File: src/hdl/dbfr_pkg.sv
// Shared types, constants and codes of the double-buffer frame reader.
package dbfr_pkg;

  localparam int unsigned BufferDepth = 4096;
  localparam int unsigned FrameBits   = 32;
  localparam int unsigned AddrW       = $clog2(BufferDepth);
  localparam int unsigned SizeW       = AddrW + 1;
  localparam int unsigned BufFramesW  = 13;
  localparam int unsigned CfgDataW    = 13;
  localparam int unsigned CfgIdxW     = 2;
  localparam int unsigned OutFrameW   = 32;
  localparam int unsigned InFrameW    = 32;
  localparam int unsigned InAddrW     = 12;

  typedef enum logic [1:0] {
    CMD_WRITE   = 2'd0,
    CMD_REFILL  = 2'd1,
    CMD_READ    = 2'd2,
    CMD_RESTART = 2'd3
  } cmd_e;

  typedef enum logic [CfgIdxW-1:0] {
    CFG_BUFFER_FRAMES = 2'd0,
    CFG_STATIC_MODE   = 2'd1,
    CFG_LOOPING       = 2'd2
  } cfg_idx_e;

  typedef struct packed {
    logic from_store;
    logic counted;
    logic half_done;
    logic stopped;
  } res_t;

endpackage

File: src/hdl/dbfr_ctrl.sv
// Playback control: configuration, read cursor, half flags and play state.
module dbfr_ctrl
  import dbfr_pkg::*;
(
  input  logic                 clk_i,
  input  logic                 rst_ni,
  input  logic                 cfg_we_i,
  input  logic [CfgIdxW-1:0]   cfg_idx_i,
  input  logic [CfgDataW-1:0]  cfg_data_i,
  input  logic                 acc_i,
  input  logic [1:0]           command_i,
  input  logic                 half_select_i,
  output logic                 rd_en_o,
  output logic [AddrW-1:0]     rd_addr_o,
  output res_t                 res_o
);
  logic [BufFramesW-1:0] buffer_frames_q;
  logic                  static_mode_q;
  logic                  looping_q;
  logic [AddrW-1:0]      cursor_q, cursor_d;
  logic [1:0]            flags_q, flags_d;
  logic                  playing_q, playing_d;

  logic [SizeW-1:0]      bf_ext, size_clamp, size_even, size, half, end_idx, cur_ext;
  logic [AddrW-1:0]      cur_eff, cur_next;
  logic                  cur_half, at_end;
  res_t                  res;

  always_ff @(posedge clk_i or negedge rst_ni) begin
    if (!rst_ni) begin
      buffer_frames_q <= BufFramesW'(4096);
      static_mode_q   <= 1'b0;
      looping_q       <= 1'b1;
    end else if (cfg_we_i) begin
      unique case (cfg_idx_e'(cfg_idx_i))
        CFG_BUFFER_FRAMES: buffer_frames_q <= cfg_data_i[BufFramesW-1:0];
        CFG_STATIC_MODE:   static_mode_q   <= cfg_data_i[0];
        CFG_LOOPING:       looping_q       <= cfg_data_i[0];
        default: ;
      endcase
    end
  end

  always_comb begin
    bf_ext     = SizeW'(buffer_frames_q);
    size_clamp = (bf_ext > SizeW'(BufferDepth)) ? SizeW'(BufferDepth) : bf_ext;
    size_even  = {size_clamp[SizeW-1:1], 1'b0};
    size       = (size_even < SizeW'(2)) ? SizeW'(2) : size_even;
    half       = {1'b0, size[SizeW-1:1]};
    cur_eff    = ({1'b0, cursor_q} < size) ? cursor_q : '0;
    cur_ext    = {1'b0, cur_eff};
    cur_half   = (cur_ext >= half);
    end_idx    = (static_mode_q || cur_half) ? size - SizeW'(1) : half - SizeW'(1);
    at_end     = (cur_ext == end_idx);
    cur_next   = ((cur_ext + SizeW'(1)) >= size) ? '0 : cur_eff + AddrW'(1);
  end

  always_comb begin
    cursor_d       = cursor_q;
    flags_d        = flags_q;
    playing_d      = playing_q;
    res.from_store = 1'b0;
    res.counted    = 1'b0;
    res.half_done  = 1'b0;
    if (acc_i) begin
      unique case (cmd_e'(command_i))
        CMD_WRITE: ;
        CMD_REFILL: flags_d[half_select_i] = 1'b0;
        CMD_RESTART: begin
          playing_d = 1'b1;
          cursor_d  = '0;
        end
        CMD_READ: begin
          cursor_d = cur_eff;
          if (!playing_q) begin
            res.counted = !static_mode_q;
          end else if (!static_mode_q && flags_q[cur_half]) begin
            res.counted = 1'b1;
          end else begin
            res.from_store = 1'b1;
            res.counted    = 1'b1;
            cursor_d       = cur_next;
            if (at_end) begin
              flags_d[cur_half] = 1'b1;
              res.half_done     = 1'b1;
              if (!looping_q) begin
                playing_d = 1'b0;
              end
            end
          end
        end
        default: ;
      endcase
    end
    res.stopped = !playing_d;
  end

  always_ff @(posedge clk_i or negedge rst_ni) begin
    if (!rst_ni) begin
      cursor_q  <= '0;
      flags_q   <= 2'b11;
      playing_q <= 1'b0;
    end else begin
      cursor_q  <= cursor_d;
      flags_q   <= flags_d;
      playing_q <= playing_d;
    end
  end

  assign rd_en_o   = res.from_store;
  assign rd_addr_o = cur_eff;
  assign res_o     = res;

`ifndef SYNTHESIS
  a_restart: assert property (@(posedge clk_i) disable iff (!rst_ni)
    acc_i && command_i == CMD_RESTART |=> playing_q && cursor_q == '0)
    else $error("restart did not start playback at frame zero");
  a_stop_at_end: assert property (@(posedge clk_i) disable iff (!rst_ni)
    acc_i && res.half_done && !looping_q |=> !playing_q)
    else $error("playback kept running after an end without looping");
  a_done_sets_flag: assert property (@(posedge clk_i) disable iff (!rst_ni)
    acc_i && res.half_done |=> flags_q[$past(cur_half)])
    else $error("finished half was not flagged");
`endif
endmodule

File: config.mk
export PLATFORM = sky130hd
export DESIGN_NAME = dbfr_ctrl
export DESIGN_NICKNAME = d
export VERILOG_FILES = /design/src/hdl/dbfr_pkg.sv /design/src/hdl/dbfr_ctrl.sv
export SDC_FILE = /design/constraint.sdc
export NUM_CORES = 1
export LEC_CHECK = 0
export BUFFER_PORTS_ARGS = -buffer_cell sky130_fd_sc_hd__buf_2
export CORE_AREA = 2 2 99 101
export DETAILED_ROUTE_END_ITERATION = 16
export DIE_AREA = 0 0 101 103
export GPL_TIMING_DRIVEN = 0
export PLACE_DENSITY = 0.62
export SETUP_SLACK_MARGIN = 0.05
export SLEW_MARGIN = 20
export SYNTH_ARGS = -nofsm -noshare
export SYNTH_HDL_FRONTEND = slang
export SYNTH_SLANG_ARGS = --single-unit
File: constraint.sdc
create_clock -name clk_i -period 12.5 [get_ports clk_i]
set_clock_uncertainty 0.1 [all_clocks]
set_input_delay 1.25 -clock clk_i [delete_from_list [all_inputs] [get_ports clk_i]]
set_output_delay 1.25 -clock clk_i [all_outputs]
set_load 0.03 [all_outputs]
==> results of run 1 <==
-- routing by layer --
layer / track usage (%) / share of wire [%] / vias to the layer above
met1: 29.2 / 44 / 1789
met2: 38.2 / 47 / 138
li1: - / - / 1781
met4: 9.77 / 2.7 / 0
met5: 0 / 0 / -
met3: 3.05 / 5.6 / 25
-- cell type report --
type	instances	area, sq um
timing repair buffer	38	190
buffer	21	138
inverter	28	105
tap	114	143
multi-input combinational	375	2650
sequential	29	731
fill	971	5410
clock buffer	8	90.1
-- metrics by stage --
stage	area (sq um)	power, W
6_report	4050	0.000536
2_1_floorplan	3620	0.000366
3_3_place_gp	3960	0.000442
4_1_cts	4050	0.000532
5_1_grt	4050	0.000581
3_5_place_dp	3960	0.000448
-- layout by cell type, fill, tap and decap left out, drive strengths merged, types with 8 or more instances in the layout --
cell type,synthesis,routed
inv,27,27
clkbuf,10,18
a21oi,20,20
nor2,26,26
buf,11,49
a22oi,9,9
nand2,61,61
nand3,13,13
o21ai,35,35
mux2i,8,8
mux2,14,14
xnor2,16,16
dfrtp,25,25
nor3,19,19
ha,36,36
nor4,9,9
-- state kept, by name, indices dropped and copies added, names as in the netlist, named ones only --
register,flops
bf_ext,12
cursor_q,12
flags_q,2
looping_q,1
static_mode_q,1
-- cell families after synthesis --
group	after synthesis	synth area share [%]
flops	29	20.2
simple gates	174	25.9
buf+inv	49	6.70
xor+xnor	19	4.59
compound gates	124	23.6
fa+ha+maj	36	12.4
mux	22	6.56
-- worst max path at each step --
stage,from,end,depth (start not counted)
3_5_place_dp,bf_ext[12]$_DFFE_PN1P_,res_o[1],30
6_report,bf_ext[12]$_DFFE_PN1P_,res_o[1],30
2_1_floorplan,bf_ext[12]$_DFFE_PN1P_,res_o[1],30
5_1_grt,bf_ext[12]$_DFFE_PN1P_,res_o[1],30
4_1_cts,bf_ext[12]$_DFFE_PN1P_,res_o[1],30
3_3_place_gp,bf_ext[12]$_DFFE_PN1P_,res_o[1],30
-- worst max-delay path, delay by kind of cell, from the launching register on --
| family | cells | cell delay (ns) |
|---|---|---|
| fa+ha+maj | 3 | 1.02 |
| flops | 1 | 0.37 |
| xor+xnor | 2 | 0.26 |
| mux | 1 | 0.24 |
| simple gates | 10 | 2.37 |
| buf+inv | 9 | 1.97 |
| compound gates | 5 | 1.44 |
-- power by group --
group / switching (W) / internal, W
clock: 0.0000369 / 0.0000448
sequential: 0.0000183 / 0.000107
combinational: 0.000202 / 0.000127
total: 0.000257 / 0.000279
==> run metrics, run 1 <==
status completed; placed insts 605; die area 10400 sq um; vias in the first global route 3644; Root Driver clkbuf_8; Clock Path Buffers 2; TritonCTS clock tree yes; Power Density 133 nW/um^2; list of most frequent post-synthesis cells nand2_1 (59), ha_1 (36), o21ai_0 (28); mapped cell area 3620 sq um; Setup CP Type reg2out; Hold WS 0.388 ns; DR iter-0 viols 307; Slew HR 54.2%; worst min-delay path startpoint flags_q[1]$_DFFE_PN1P_; Final #Nets 556; Startpoint Class flop; Hold Path Depth 2; First-pass DRT Iterations 5; CP max-delay cell clkbuf_1; final setup violation count 0; first-pass GRT wire length 18.4 mm; post-layout worst setup margin 3.18 ns; Seq/Total Area, Yosys 20.2%; Max-cap violations 0; average cell area after synthesis 8.00 sq um; final WL 11.3 mm; die outline width 101 microns; critical path arrival 7.97 ns; detail-routed via count per cell 6.09; average routed wire per standard cell 18.5 microns; hold_buf cts 0; area leader, netlist dfrtp_1; Tot GR Track Use 22.7%; share of cells above drive strength 1 21.4%; R2R depth 29; post-synth top area share 17.3%; pre-CTS setup slack 3.65 ns; largest net degree at the start of global routing 30; H-Tree Depth 2; FF+latch count, synth 29; FFs w/ async S/R, synth 100%; Worst-path clk slew 0.07 ns; reg2reg start bf_ext[12]$_DFFE_PN1P_; Worst-Skew Late Latency 0.29 ns; hold worst-path end flags_q[1]$_DFFE_PN1P_; number of max-slew violations in the final report 0; Core Box Area 9460 sq um; Max stage delay on crit path 0.49 ns; TNS Setup 0 ns; crit share post-route 74.6%; antenna cells 0; area added between synthesis and finish 11.7%; initial antenna violation count 0; count leader, synth nand2_1; IO Pins 39; r2r setup slk 4.95 ns; Lkg Pwr 1.81 nW; final core utilization 42.8%; Post-synth EDFFs 0; Worst Hold Class reg2reg; RSZ-0062 raised after global routing false; Post-Layout Cell Count 613; antenna-violating nets left 0; DR DRC count 0; CP max FO 11; Synth Instances 453; Peak VDD IR 0.0000571 V; postcts setup bufs 0; starting density of the core 38.3%; final hold viol count 0; number of unique standard cell types used by synthesis 78; Tmin final 9.32 ns; via count 3733; Synth area leaders dfrtp_1 (17%), ha_1 (12%), nand2_1 (6.1%); FP Rows 36; Top FF cell, synth dfrtp_1; fmax 107 MHz; CTS resizes 0; Syn. warnings 0; CTS sink cnt 29; DP Wirelength 9.13 mm; total CTS buffers 5; worst path required time 11.15 ns; GRT overflow 0; die height 103 microns; syn_nets 511; Worst Max-Slew Pin Slew 0.685 ns; RD Place Congestion 0.944; Port Buffer Count 38; CP endpoint kind output port
Note: power is estimated with default switching activity, not from simulation.
==> run 2: changes to the inputs <==
clock period = 8.9 ns   (was 12.5 ns; I/O delays follow)
==> run metrics, run 2 (same netlist as run 1, synthesis figures left out) <==
status completed; Max stage delay on crit path 0.52 ns; Clock Path Buffers 2; final hold viol count 0; Worst-Skew Late Latency 0.29 ns; Startpoint Class flop; Hold Path Depth 2; average routed wire per standard cell 18.4 microns; final core utilization 42.9%; Root Driver clkbuf_8; CP max FO 11; Port Buffer Count 38; Core Box Area 9460 sq um; antenna cells 0; first-pass GRT wire length 18.4 mm; worst path required time 7.91 ns; H-Tree Depth 2; starting density of the core 38.3%; IO Pins 39; commonest non-fill, non-tap cells in the layout nand2_1 (58), buf_2 (39), ha_1 (36); antenna-violating nets left 0; vias in the first global route 3644; share of cells above drive strength 1 22.8%; Power Density 186 nW/um^2; Final #Nets 556; Lkg Pwr 1.82 nW; RSZ-0062 raised after global routing false; crit share post-route 93.5%; Worst Hold Class reg2reg; RD Place Congestion 0.944; R2R depth 29; DR iter-0 viols 273; total CTS buffers 5; die area 10400 sq um; initial antenna violation count 0; TritonCTS clock tree yes; Setup CP Type reg2out; final WL 11.3 mm; final setup violation count 0; via count 3742; TNS Setup 0 ns; commonest non-fill, non-tap cell in the layout nand2_1; detail-routed via count per cell 6.10; DP Wirelength 9.13 mm; area added between synthesis and finish 12.1%; die height 103 microns; Worst Max-Slew Pin Slew 0.685 ns; Tmin final 8.32 ns; Peak VDD IR 0.0000805 V; CP endpoint kind output port; Max-cap violations 0; Filler Cell Count 969; Worst-path clk slew 0.06 ns; DR DRC count 0; largest net degree at the start of global routing 30; CTS sink cnt 29; Tot GR Track Use 22.7%; First-pass DRT Iterations 5; GRT overflow 0; Slew HR 54.2%; fmax 120 MHz; critical path arrival 7.33 ns; die outline width 101 microns; number of max-slew violations in the final report 0; postcts setup bufs 0; CP max-delay cell dfstp_2; FP Rows 36
run 2: changes by cell type in the layout (fill, tap and decap cells not counted), moves of 2 or more:
cell,change
clkbuf_1,-3
nor2_2,+2
nor2_1,-2
clkbuf_2,+3
run 2: cell type report:
class | instances | area, sq um | share of cell area, %
clock buffer | 8 | 90.1 | 2.22
sequential | 29 | 731 | 18.0
multi-input combinational | 375 | 2660 | 65.5
timing repair buffer | 38 | 190 | 4.68
tap | 114 | 143 | 3.51
inverter | 28 | 105 | 2.59
buffer | 21 | 141 | 3.48
run 2: worst max-delay path: cells and delay by family, from the launching register on:
family,cells,cell delay [ns]
compound gates,8,1.85
simple gates,9,1.83
buf+inv,8,1.53
fa+ha+maj,3,0.79
flops,1,0.52
xor+xnor,2,0.25
mux,1,0.24
run 2: stage by stage:
stage                     area, sq um  setup WS [ns]  power, W  std cells  hold slack [ns]
after floorplan                  3620           1.47  0.000514        453            0.354
after global placement           3960          0.401  0.000621        605            0.377
after detailed placement         3960          0.411  0.000630        605            0.380
after CTS                        4050         0.0672  0.000747        613            0.389
after global routing             4060          0.126  0.000819        613            0.407
final                            4060          0.579  0.000755        613            0.388
run 2: what timing repair did:
action,in CTS,in global routing
hold endpoints to repair,0,0
gates resized for setup,0,10
hold buffers,0,0
setup endpoints to repair,0,2
run 2: routing by layer:
layer	vias to the layer above	wire (microns)	part of all wire (%)	GRT usage [%]
li1	1784	-	-	-
met1	1779	5000	44	29.2
met2	150	5330	47	38.2
met3	29	614	5.5	3.05
met4	0	316	2.8	9.77
met5	-	0	0	0
run 2: path summary, 6_finish.rpt:
check	from	to	slack [ns]
worst max-delay path	bf_ext[12]$_DFFE_PN1P_	res_o[1]	0.58
worst min-delay path	flags_q[1]$_DFFE_PN1P_	flags_q[1]$_DFFE_PN1P_	0.39
worst max register to register	bf_ext[12]$_DFFE_PN1P_	flop	1.97
worst min register to register	flags_q[1]$_DFFE_PN1P_	flags_q[1]$_DFFE_PN1P_	0.39
max in group asynchronous	rst_ni	bf_ext[2]$_DFFE_PN0P_	7.75
min in group asynchronous	rst_ni	cursor_q[10]$_DFFE_PN0P_	0.51
run 2: power breakdown:
part           leakage, nW  switching [W]  internal (W)
Clock               0.0455      0.0000513     0.0000629
Sequential           0.357      0.0000261      0.000151
Combinational         1.41       0.000284      0.000180
Total                 1.82       0.000361      0.000394
